$ cat src/rtl/xtea_block_cipher_macros.svh
// ----------------------------------------------------------------------------
// xtea_block_cipher_macros
// Assertion helpers for the xtea_block_cipher file.
// ----------------------------------------------------------------------------
`ifndef XTEA_BLOCK_CIPHER_MACROS_SVH
`define XTEA_BLOCK_CIPHER_MACROS_SVH

// condition implies consequence in the same cycle
`define XTEA_ASSERT_SAME(label, clk, rst_n, ante, cons, msg) \
    label: assert property (@(posedge clk) disable iff (!rst_n) (ante) |-> (cons)) \
        else $error(msg);

// condition implies consequence in the next cycle
`define XTEA_ASSERT_NEXT(label, clk, rst_n, ante, cons, msg) \
    label: assert property (@(posedge clk) disable iff (!rst_n) (ante) |=> (cons)) \
        else $error(msg);

`endif

$ cat src/rtl/xtea_pkg.sv
// ----------------------------------------------------------------------------
// xtea_pkg
// Types, constants and round-constant functions for the xtea cipher.
// ----------------------------------------------------------------------------
`default_nettype none

package xtea_pkg;

    // widths of the datapath
    localparam int WORD_W  = 32;
    localparam int BLOCK_W = 2 * WORD_W;
    localparam int KEY_NUM = 4;
    localparam int KIDX_W  = $clog2(KEY_NUM);

    // half-round count, only whole rounds are run
    localparam int HALF_ROUNDS = 64;
    localparam int NUM_ROUNDS  = HALF_ROUNDS / 2;
    localparam int NUM_STAGES  = NUM_ROUNDS * 2;

    // mixing and key-select constants
    localparam logic [WORD_W-1:0] GOLDEN_DELTA = 32'h9E37_79B9;
    localparam int MIX_SHL       = 4;
    localparam int MIX_SHR       = 5;
    localparam int KEY_SEL_SHIFT = 11;
    localparam logic [WORD_W-1:0] KEY_SEL_MASK = 32'd3;

    // configuration register indexes
    typedef enum logic [2:0] {
        REG_KEY_0   = 3'd0,
        REG_KEY_1   = 3'd1,
        REG_KEY_2   = 3'd2,
        REG_KEY_3   = 3'd3,
        REG_DECRYPT = 3'd4
    } t_reg_index;

    typedef logic [KEY_NUM-1:0][WORD_W-1:0] t_key_set;

    // one block in flight between cells
    typedef struct packed {
        logic              valid;
        logic [WORD_W-1:0] v0;
        logic [WORD_W-1:0] v1;
    } t_block;

    // per-cell round constants, fixed at elaboration
    typedef struct packed {
        logic [WORD_W-1:0] sum_enc;
        logic [WORD_W-1:0] sum_dec;
        logic [KIDX_W-1:0] kidx_enc;
        logic [KIDX_W-1:0] kidx_dec;
        logic              stage_odd;
    } t_cell_const;

    // shared control for every cell
    typedef struct packed {
        logic advance;
        logic decrypt;
    } t_cell_ctrl;

    // running sum seen by an enciphering half-round
    function automatic logic [WORD_W-1:0] stage_sum_enc(input int unsigned stage);
        logic [WORD_W-1:0] rnd;
        rnd = WORD_W'((stage + 1) >> 1);
        return GOLDEN_DELTA * rnd;
    endfunction

    // running sum seen by a deciphering half-round
    function automatic logic [WORD_W-1:0] stage_sum_dec(input int unsigned stage);
        logic [WORD_W-1:0] rnd;
        rnd = WORD_W'(NUM_ROUNDS) - WORD_W'((stage + 1) >> 1);
        return GOLDEN_DELTA * rnd;
    endfunction

    // key word choice: upper select bits when v1 is updated
    function automatic logic [KIDX_W-1:0] key_index(input logic [WORD_W-1:0] sum,
                                                    input logic upd_v1);
        logic [WORD_W-1:0] sel;
        sel = upd_v1 ? ((sum >> KEY_SEL_SHIFT) & KEY_SEL_MASK) : (sum & KEY_SEL_MASK);
        return sel[KIDX_W-1:0];
    endfunction

endpackage

`default_nettype wire

$ cat src/rtl/xtea_round_cell.sv
// ----------------------------------------------------------------------------
// xtea_round_cell
// One half-round of the cipher with its own block register.
// ----------------------------------------------------------------------------
`default_nettype none

module xtea_round_cell (
    input  logic                 i_clk,
    input  logic                 i_rst_n,
    input  xtea_pkg::t_cell_ctrl  i_ctrl,
    input  xtea_pkg::t_cell_const i_const,
    input  xtea_pkg::t_key_set    i_keys,
    input  xtea_pkg::t_block      i_block,
    output xtea_pkg::t_block      o_block
);
    import xtea_pkg::*;

    logic              upd_v0;
    logic [WORD_W-1:0] src_word;
    logic [WORD_W-1:0] dst_word;
    logic [WORD_W-1:0] round_sum;
    logic [KIDX_W-1:0] round_kidx;
    logic [WORD_W-1:0] round_key;
    logic [WORD_W-1:0] mix_val;
    logic [WORD_W-1:0] upd_word;
    logic              r_valid;
    logic [WORD_W-1:0] r_v0;
    logic [WORD_W-1:0] r_v1;
    logic [WORD_W-1:0] n_v0;
    logic [WORD_W-1:0] n_v1;

    // which half gets updated: even cells update v0 when enciphering
    assign upd_v0   = i_const.stage_odd ^ ~i_ctrl.decrypt;
    assign src_word = upd_v0 ? i_block.v1 : i_block.v0;
    assign dst_word = upd_v0 ? i_block.v0 : i_block.v1;

    // round key from the constant sum and the selected key word
    assign round_sum  = i_ctrl.decrypt ? i_const.sum_dec : i_const.sum_enc;
    assign round_kidx = i_ctrl.decrypt ? i_const.kidx_dec : i_const.kidx_enc;
    assign round_key  = round_sum + i_keys[round_kidx];

    // mixing function and the add or subtract
    assign mix_val  = (((src_word << MIX_SHL) ^ (src_word >> MIX_SHR)) + src_word)
                      ^ round_key;
    assign upd_word = i_ctrl.decrypt ? (dst_word - mix_val) : (dst_word + mix_val);

    assign n_v0 = upd_v0 ? upd_word : i_block.v0;
    assign n_v1 = upd_v0 ? i_block.v1 : upd_word;

    // valid bit
    always_ff @(posedge i_clk) begin
        if (!i_rst_n) begin
            r_valid <= 1'b0;
        end else if (i_ctrl.advance) begin
            r_valid <= i_block.valid;
        end
    end

    // block words
    always_ff @(posedge i_clk) begin
        if (i_ctrl.advance) begin
            r_v0 <= n_v0;
            r_v1 <= n_v1;
        end
    end

    assign o_block = '{valid: r_valid, v0: r_v0, v1: r_v1};

endmodule

`default_nettype wire

$ cat config.mk
export PLATFORM = sky130hd
export DESIGN_NAME = xtea_round_cell
export DESIGN_NICKNAME = d
export VERILOG_FILES = /design/src/rtl/xtea_block_cipher_macros.svh /design/src/rtl/xtea_pkg.sv /design/src/rtl/xtea_round_cell.sv
export SDC_FILE = /design/constraint.sdc
export NUM_CORES = 1
export LEC_CHECK = 0
export BUFFER_PORTS_ARGS = -buffer_cell sky130_fd_sc_hd__buf_4
export CORE_UTILIZATION = 32
export DETAILED_ROUTE_END_ITERATION = 12
export PLACE_DENSITY = 0.52
export RECOVER_POWER = 100
export SKIP_CTS_REPAIR_TIMING = 1
export SYNTH_ARGS = -nofsm -noshare
export SYNTH_HDL_FRONTEND = slang
export SYNTH_SLANG_ARGS = --single-unit
$ cat constraint.sdc
create_clock -name i_clk -period 11.4 [get_ports i_clk]
set_input_delay 2.28 -clock i_clk [delete_from_list [all_inputs] [get_ports i_clk]]
set_output_delay 2.28 -clock i_clk [all_outputs]
set_load 0.02 [all_outputs]
==> results of run 1 <==
worst max-delay path: cells and delay by family:
kind,cells,cell delay [ps]
xor gates and xnor gates,4,790
AOI/OAI and AO/OA,14,3320
buffers and inverters,4,1100
and+or+nand+nor,3,1140
muxes,3,960
adders and majority gates,2,720
cell type report:
cell class                 count  area share (%)
multi-input combinational   1145            61.6
timing repair buffer         340            16.9
sequential                    65            14.2
tap                          442            4.06
clock buffer                   9            1.65
inverter                      33           0.909
clock inverter                 7           0.624
state kept, by name, summed over array words and instances, names as in the netlist:
signal and flops:
r_v0 32, r_v1 32, r_valid 1
logic make-up after synthesis:
kind of cell    synth area share, %
simple gates                   17.6
compound gates                 21.7
buf+inv                        3.08
fa+ha+maj                      11.6
mux                            12.3
xor+xnor                       15.5
flops                          18.2
cells in the mapped netlist (18+ instances only):
cell type,number
a21o_1,52
a21oi_1,88
a31oi_1,20
clkbuf_1,41
edfxtp_1,64
ha_1,93
inv_1,33
mux2_2,36
mux4_2,32
nand2_1,227
nand3_1,19
nor2_1,66
nor3_1,18
o21ai_0,105
xnor2_1,125
xor2_1,58
power breakdown:
| group | switching, mW | internal, mW |
|---|---|---|
| clock network | 0.0991 | 0.189 |
| logic | 1.64 | 1.08 |
| registers | 0.0302 | 0.453 |
metrics by stage:
stage	power (mW)	hold slack [ps]	worst slack (ps)
6_report	3.49	523	1100
3_5_place_dp	3.29	519	1160
5_1_grt	3.79	542	600
2_1_floorplan	2.51	484	1970
3_3_place_gp	3.26	508	1390
4_1_cts	3.59	526	1500
routing by layer:
layer | GRT usage, % | wire (microns) | part of all wire [%]
met5 | 0 | 0 | 0
met3 | 1.88 | 1840 | 5.2
met4 | 4.50 | 470 | 1.3
met1 | 28.7 | 17200 | 49
met2 | 33.3 | 15700 | 45
cells in the final DEF, fill, tap and decap left out, types with 32 or more instances in the layout:
cell      Yosys  layout
buf_4         1     274
nand2_1     227     227
xnor2_1     125     124
o21ai_0     105     105
ha_1         93      93
a21oi_1      88      88
nor2_1       66      66
clkbuf_1     41      66
edfxtp_1     64      64
xor2_1       58      58
a21o_1       52      52
mux2_2       36      35
inv_1        33      33
mux4_2       32      32
how the worst max path moves through the flow:
stage / start / end / slack (ps) / depth (start not counted)
6_report: i_ctrl[0] / r_v1[31]$_DFFE_PP_ / 1100 / 30
5_1_grt: i_ctrl[0] / r_v1[31]$_DFFE_PP_ / 600 / 30
4_1_cts: i_ctrl[0] / r_v1[31]$_DFFE_PP_ / 1500 / 31
3_5_place_dp: i_ctrl[0] / r_v1[31]$_DFFE_PP_ / 1160 / 31
3_3_place_gp: i_ctrl[0] / r_v1[31]$_DFFE_PP_ / 1390 / 29
2_1_floorplan: i_ctrl[0] / r_v1[31]$_DFFE_PP_ / 1970 / 30
==> reports/summary.txt, run 1 <==
Post-Layout Cell Count - 2041
Clock Tree Buf Depth - 2
register bit count reported by yosys - 65
leading cell types by total area after synthesis - edfxtp_1, ha_1, xnor2_1
via count of the first global-routing pass - 10100
count of pins over their slew limit - 66
class of the most critical setup path - primary input to flop
global router's overall resource usage - 20.3%
Min-Delay Endpoint - r_valid$_SDFFE_PN0P_
maximum net fanout on the critical path - 26
Placed Instance Area - 13600 sq um
Starting Density - 32.7%
Row Count - 66
top-level I/O count - 331
hold path startpoint - r_valid$_SDFFE_PN0P_
Cell Count Post-Placement - 2025
number of antenna violations at the first check in global routing - 0
total die area - 34000 sq um
TritonCTS Sinks - 65
pwr dens - 256 nW/um^2
static power due to leakage - 6.02 nW
average footprint of a synthesized cell - 8.24 sq um
number of nets in the finished design - 1955
final setup fails - 0
sum of negative setup slack - 0 ps
register cell area after layout - 1940 sq um
setup repair after global routing missed its margin - false
routability cong. - 0.891
detailed-placement wirelength estimate - 30.4 mm
maximum clock frequency - 97.1 MHz
Worst-path clk slew - 50 ps
category of the worst setup path capture point - flop
global-route wire length before repair - 54.0 mm
top cell type's share of synthesized area - 18.0%
layout overhead on the synthesized area - 28.0%
clock latency reported for the late side of the worst-skew pair - 330 ps
drt first pass iters - 5
Antenna Violating Nets Remaining - 0
Post-Synthesis Net Count - 1653
Async SR Flop Fraction - 0%
ratio of cells with drive above 1 in the final layout - 23.8%
die extent in x - 184 microns
TritonCTS clock tree - yes
Filler Cell Count - 3386
routed vias/inst - 5.20
Remaining DRCs - 0
vias after detailed routing - 10600
GRT Residual Overflow - 0
cell depth of the worst min-delay path - 2
level count of the clock H-tree - 3
count of endpoints failing hold in the final timing report - 0
pin count of the biggest net entering global routing - 66
Data arrival, critical path - 10370 ps
worst reg2reg startpoint - r_valid$_SDFFE_PN0P_
primary flip-flop cell chosen by synthesis mapping - edfxtp_1
warning count from the yosys run - 0
clock skew - 0 ps
worst min path class - flop to flop
area of all placed cells without fillers - 13600 sq um
R2R setup slack - 10740 ps
Yosys cell types - 80
longest individual stage delay on the worst path - 820 ps
Reg2Reg Capture Point - r_valid$_SDFFE_PN0P_
crit path max-delay cell type - nor4_1
Tightest Pin Transition - 3530 ps
post-synthesis instance total - 1292
maximum capacitance violations - 1
cell type with the highest aggregate area in the netlist - edfxtp_1
time the final worst path needs with I/O delays and setup - 10300 ps
placeable core region - 32600 sq um
clock tree root buffer cell - clkbuf_16
violations in the final reports - capacitance limit, slew limit
Synth Cell Area - 10700 sq um
number of enable-type register cells in the synthesized netlist - 64
total inserted antenna cells - 0
Relative slew margins - -135%
post-route core utilization - 41.8%
status - finished, violations left
worst reg-to-reg path cell count - 2
Die H - 184 microns
worst path required time - 11470 ps
routed length per instance - 17.3 microns
sequential fraction of the synthesis area - 18.2%
number of buffers added by the clock tree synthesis step - 9
peak supply drop - 0.0000973 V
area occupied by multi-input gates - 8400 sq um
number of buffers added on ports - 330
wire length after detailed routing - 35.2 mm
Period Utilization, post-route - 90.3%
critical path startpoint category - primary input
iteration-0 DRC count of the detailed router - 583
Note: power is estimated with default switching activity, not from simulation.
==> run 2, diff against run 1 <==
--- a/config.mk
+++ b/config.mk
@@ -5,7 +5,7 @@
 export SDC_FILE = /design/constraint.sdc
 export NUM_CORES = 1
 export LEC_CHECK = 0
-export BUFFER_PORTS_ARGS = -buffer_cell sky130_fd_sc_hd__buf_4
+export BUFFER_PORTS_ARGS = -buffer_cell sky130_fd_sc_hd__buf_2
 export CORE_UTILIZATION = 32
 export DETAILED_ROUTE_END_ITERATION = 12
 export PLACE_DENSITY = 0.52
==> run 2 against run 1 <==
- the flow still finishes with violations (capacitance limit, slew limit)
- non-clock buffer count up 1
- maximum frequency grew 2.5%
- final area fell by 5.0%
- clock power down 18%
- combinational power barely moved
- global-route usage shrank 0.41 points
- worst hold slack got worse by 0.98 ps
==> reports/summary.txt, run 2 (synthesis gave the netlist of run 1 again) <==
iteration-0 DRC count of the detailed router - 560
vias after detailed routing - 10500
Worst-path clk slew - 50 ps
Min-Delay Endpoint - r_valid$_SDFFE_PN0P_
number of buffers added by the clock tree synthesis step - 9
dominant delay contributor by cell family on the critical path - compound AO/OA/AOI/OAI gates
pwr dens - 263 nW/um^2
peak supply drop - 0.0000933 V
number of stages on the worst setup path - 31
level count of the clock H-tree - 3
Remaining DRCs - 0
class of the most critical setup path - primary input to flop
Reg2Reg Capture Point - r_valid$_SDFFE_PN0P_
number of buffers added on ports - 330
worst reg2reg startpoint - r_valid$_SDFFE_PN0P_
TritonCTS Sinks - 65
Cell Count Post-Placement - 2026
placeable core region - 32600 sq um
Row Count - 66
crit path max-delay cell type - clkbuf_1
die extent in x - 184 microns
total die area - 34000 sq um
worst reg-to-reg path cell count - 2
hold path startpoint - r_valid$_SDFFE_PN0P_
routed vias/inst - 5.14
Tightest Pin Transition - 3500 ps
Data arrival, critical path - 10100 ps
Post-Layout Cell Count - 2043
status - finished, violations left
static power due to leakage - 5.77 nW
routability cong. - 0.908
Relative slew margins - -133%
maximum capacitance violations - 1
top flop regs - r_v0: 32 flops, r_v1: 32 flops, r_valid: 1 flops
maximum clock frequency - 99.6 MHz
Antenna Violating Nets Remaining - 0
ratio of cells with drive above 1 in the final layout - 23.8%
R2R setup slack - 10750 ps
Die H - 184 microns
via count of the first global-routing pass - 9964
leading cell types in the layout, fill and taps excluded - buf_2, nand2_1, xnor2_1
number of antenna violations at the first check in global routing - 1
category of the worst setup path capture point - flop
sum of negative setup slack - 0 ps
clock skew - 0 ps
longest individual stage delay on the worst path - 650 ps
layout overhead on the synthesized area - 21.5%
global-route wire length before repair - 52.8 mm
clock tree root buffer cell - clkbuf_16
total power consumption of the routed design - 3.41 mW
maximum net fanout on the critical path - 23
drt first pass iters - 5
global router's overall resource usage - 19.9%
Filler Cell Count - 3446
top-level I/O count - 331
Starting Density - 32.7%
Period Utilization, post-route - 88.1%
detailed-placement wirelength estimate - 29.8 mm
Clock Tree Buf Depth - 2
critical path startpoint category - primary input
setup repair after global routing missed its margin - false
wire length after detailed routing - 34.6 mm
buffers plus inverters on the worst setup path - 2
violations in the final reports - capacitance limit, slew limit
GRT Residual Overflow - 0
clock latency reported for the late side of the worst-skew pair - 320 ps
worst min path class - flop to flop
most common cell after layout, fill and taps aside - buf_2
count of pins over their slew limit - 66
number of nets in the finished design - 1956
routed length per instance - 16.9 microns
pin count of the biggest net entering global routing - 66
final setup fails - 0
cell depth of the worst min-delay path - 2
count of endpoints failing hold in the final timing report - 0
worst path required time - 11460 ps
time the final worst path needs with I/O delays and setup - 10040 ps
TritonCTS clock tree - yes
-- run 2: worst min-delay path: stages, from the launching register on --
cell and delay, ps:
dfxtp_1 320, mux2i_1 60, nor2b_1 100
-- run 2: where the power goes --
group / switching (mW) / internal [mW] / total [mW]
logic: 1.63 / 1.06 / 2.69
registers: 0.0294 / 0.453 / 0.483
clock network: 0.0932 / 0.144 / 0.237
total: 1.75 / 1.66 / 3.41
-- run 2: layer usage --
| layer | part of all wire (%) | wire, microns | track usage (%) | vias up |
|---|---|---|---|---|
| met5 | 0 | 0 | 0 | - |
| met4 | 0.75 | 261 | 3.57 | 0 |
| met3 | 5.3 | 1820 | 1.94 | 13 |
| met2 | 44 | 15300 | 32.2 | 311 |
| met1 | 50 | 17200 | 28.7 | 4838 |
| li1 | - | - | - | 5333 |
-- run 2: layout make-up --
cell class | instances | area (sq um) | area share, %
multi-input cells | 1145 | 8410 | 65.0
diodes | 1 | 2.50 | 0.0193
well taps | 442 | 553 | 4.27
clock buffers | 11 | 233 | 1.80
repair buffers | 341 | 1660 | 12.8
clock inverters | 5 | 22.5 | 0.174
inverters | 33 | 124 | 0.957
flip-flops and latches | 65 | 1940 | 15.0
-- run 2: through the flow --
step	utilization, %	worst slack [ps]	hold slack (ps)	instance area, sq um
2_1_floorplan	-	1970	484	10700
3_3_place_gp	39.2	1560	500	12800
3_5_place_dp	39.2	1380	517	12800
4_1_cts	40.0	1720	527	13000
5_1_grt	39.7	713	551	12900
6_report	39.7	1360	522	12900
-- run 2: how the worst max path moves through the flow --
stage	from	endpoint	slack, ps
2_1_floorplan	i_ctrl[0]	r_v1[31]$_DFFE_PP_	1970
3_3_place_gp	i_ctrl[0]	r_v1[31]$_DFFE_PP_	1560
3_5_place_dp	i_ctrl[0]	r_v0[31]$_DFFE_PP_	1380
4_1_cts	i_ctrl[0]	r_v0[31]$_DFFE_PP_	1720
5_1_grt	i_const[0]	r_v1[31]$_DFFE_PP_	710
6_report	i_const[0]	r_v0[31]$_DFFE_PP_	1360
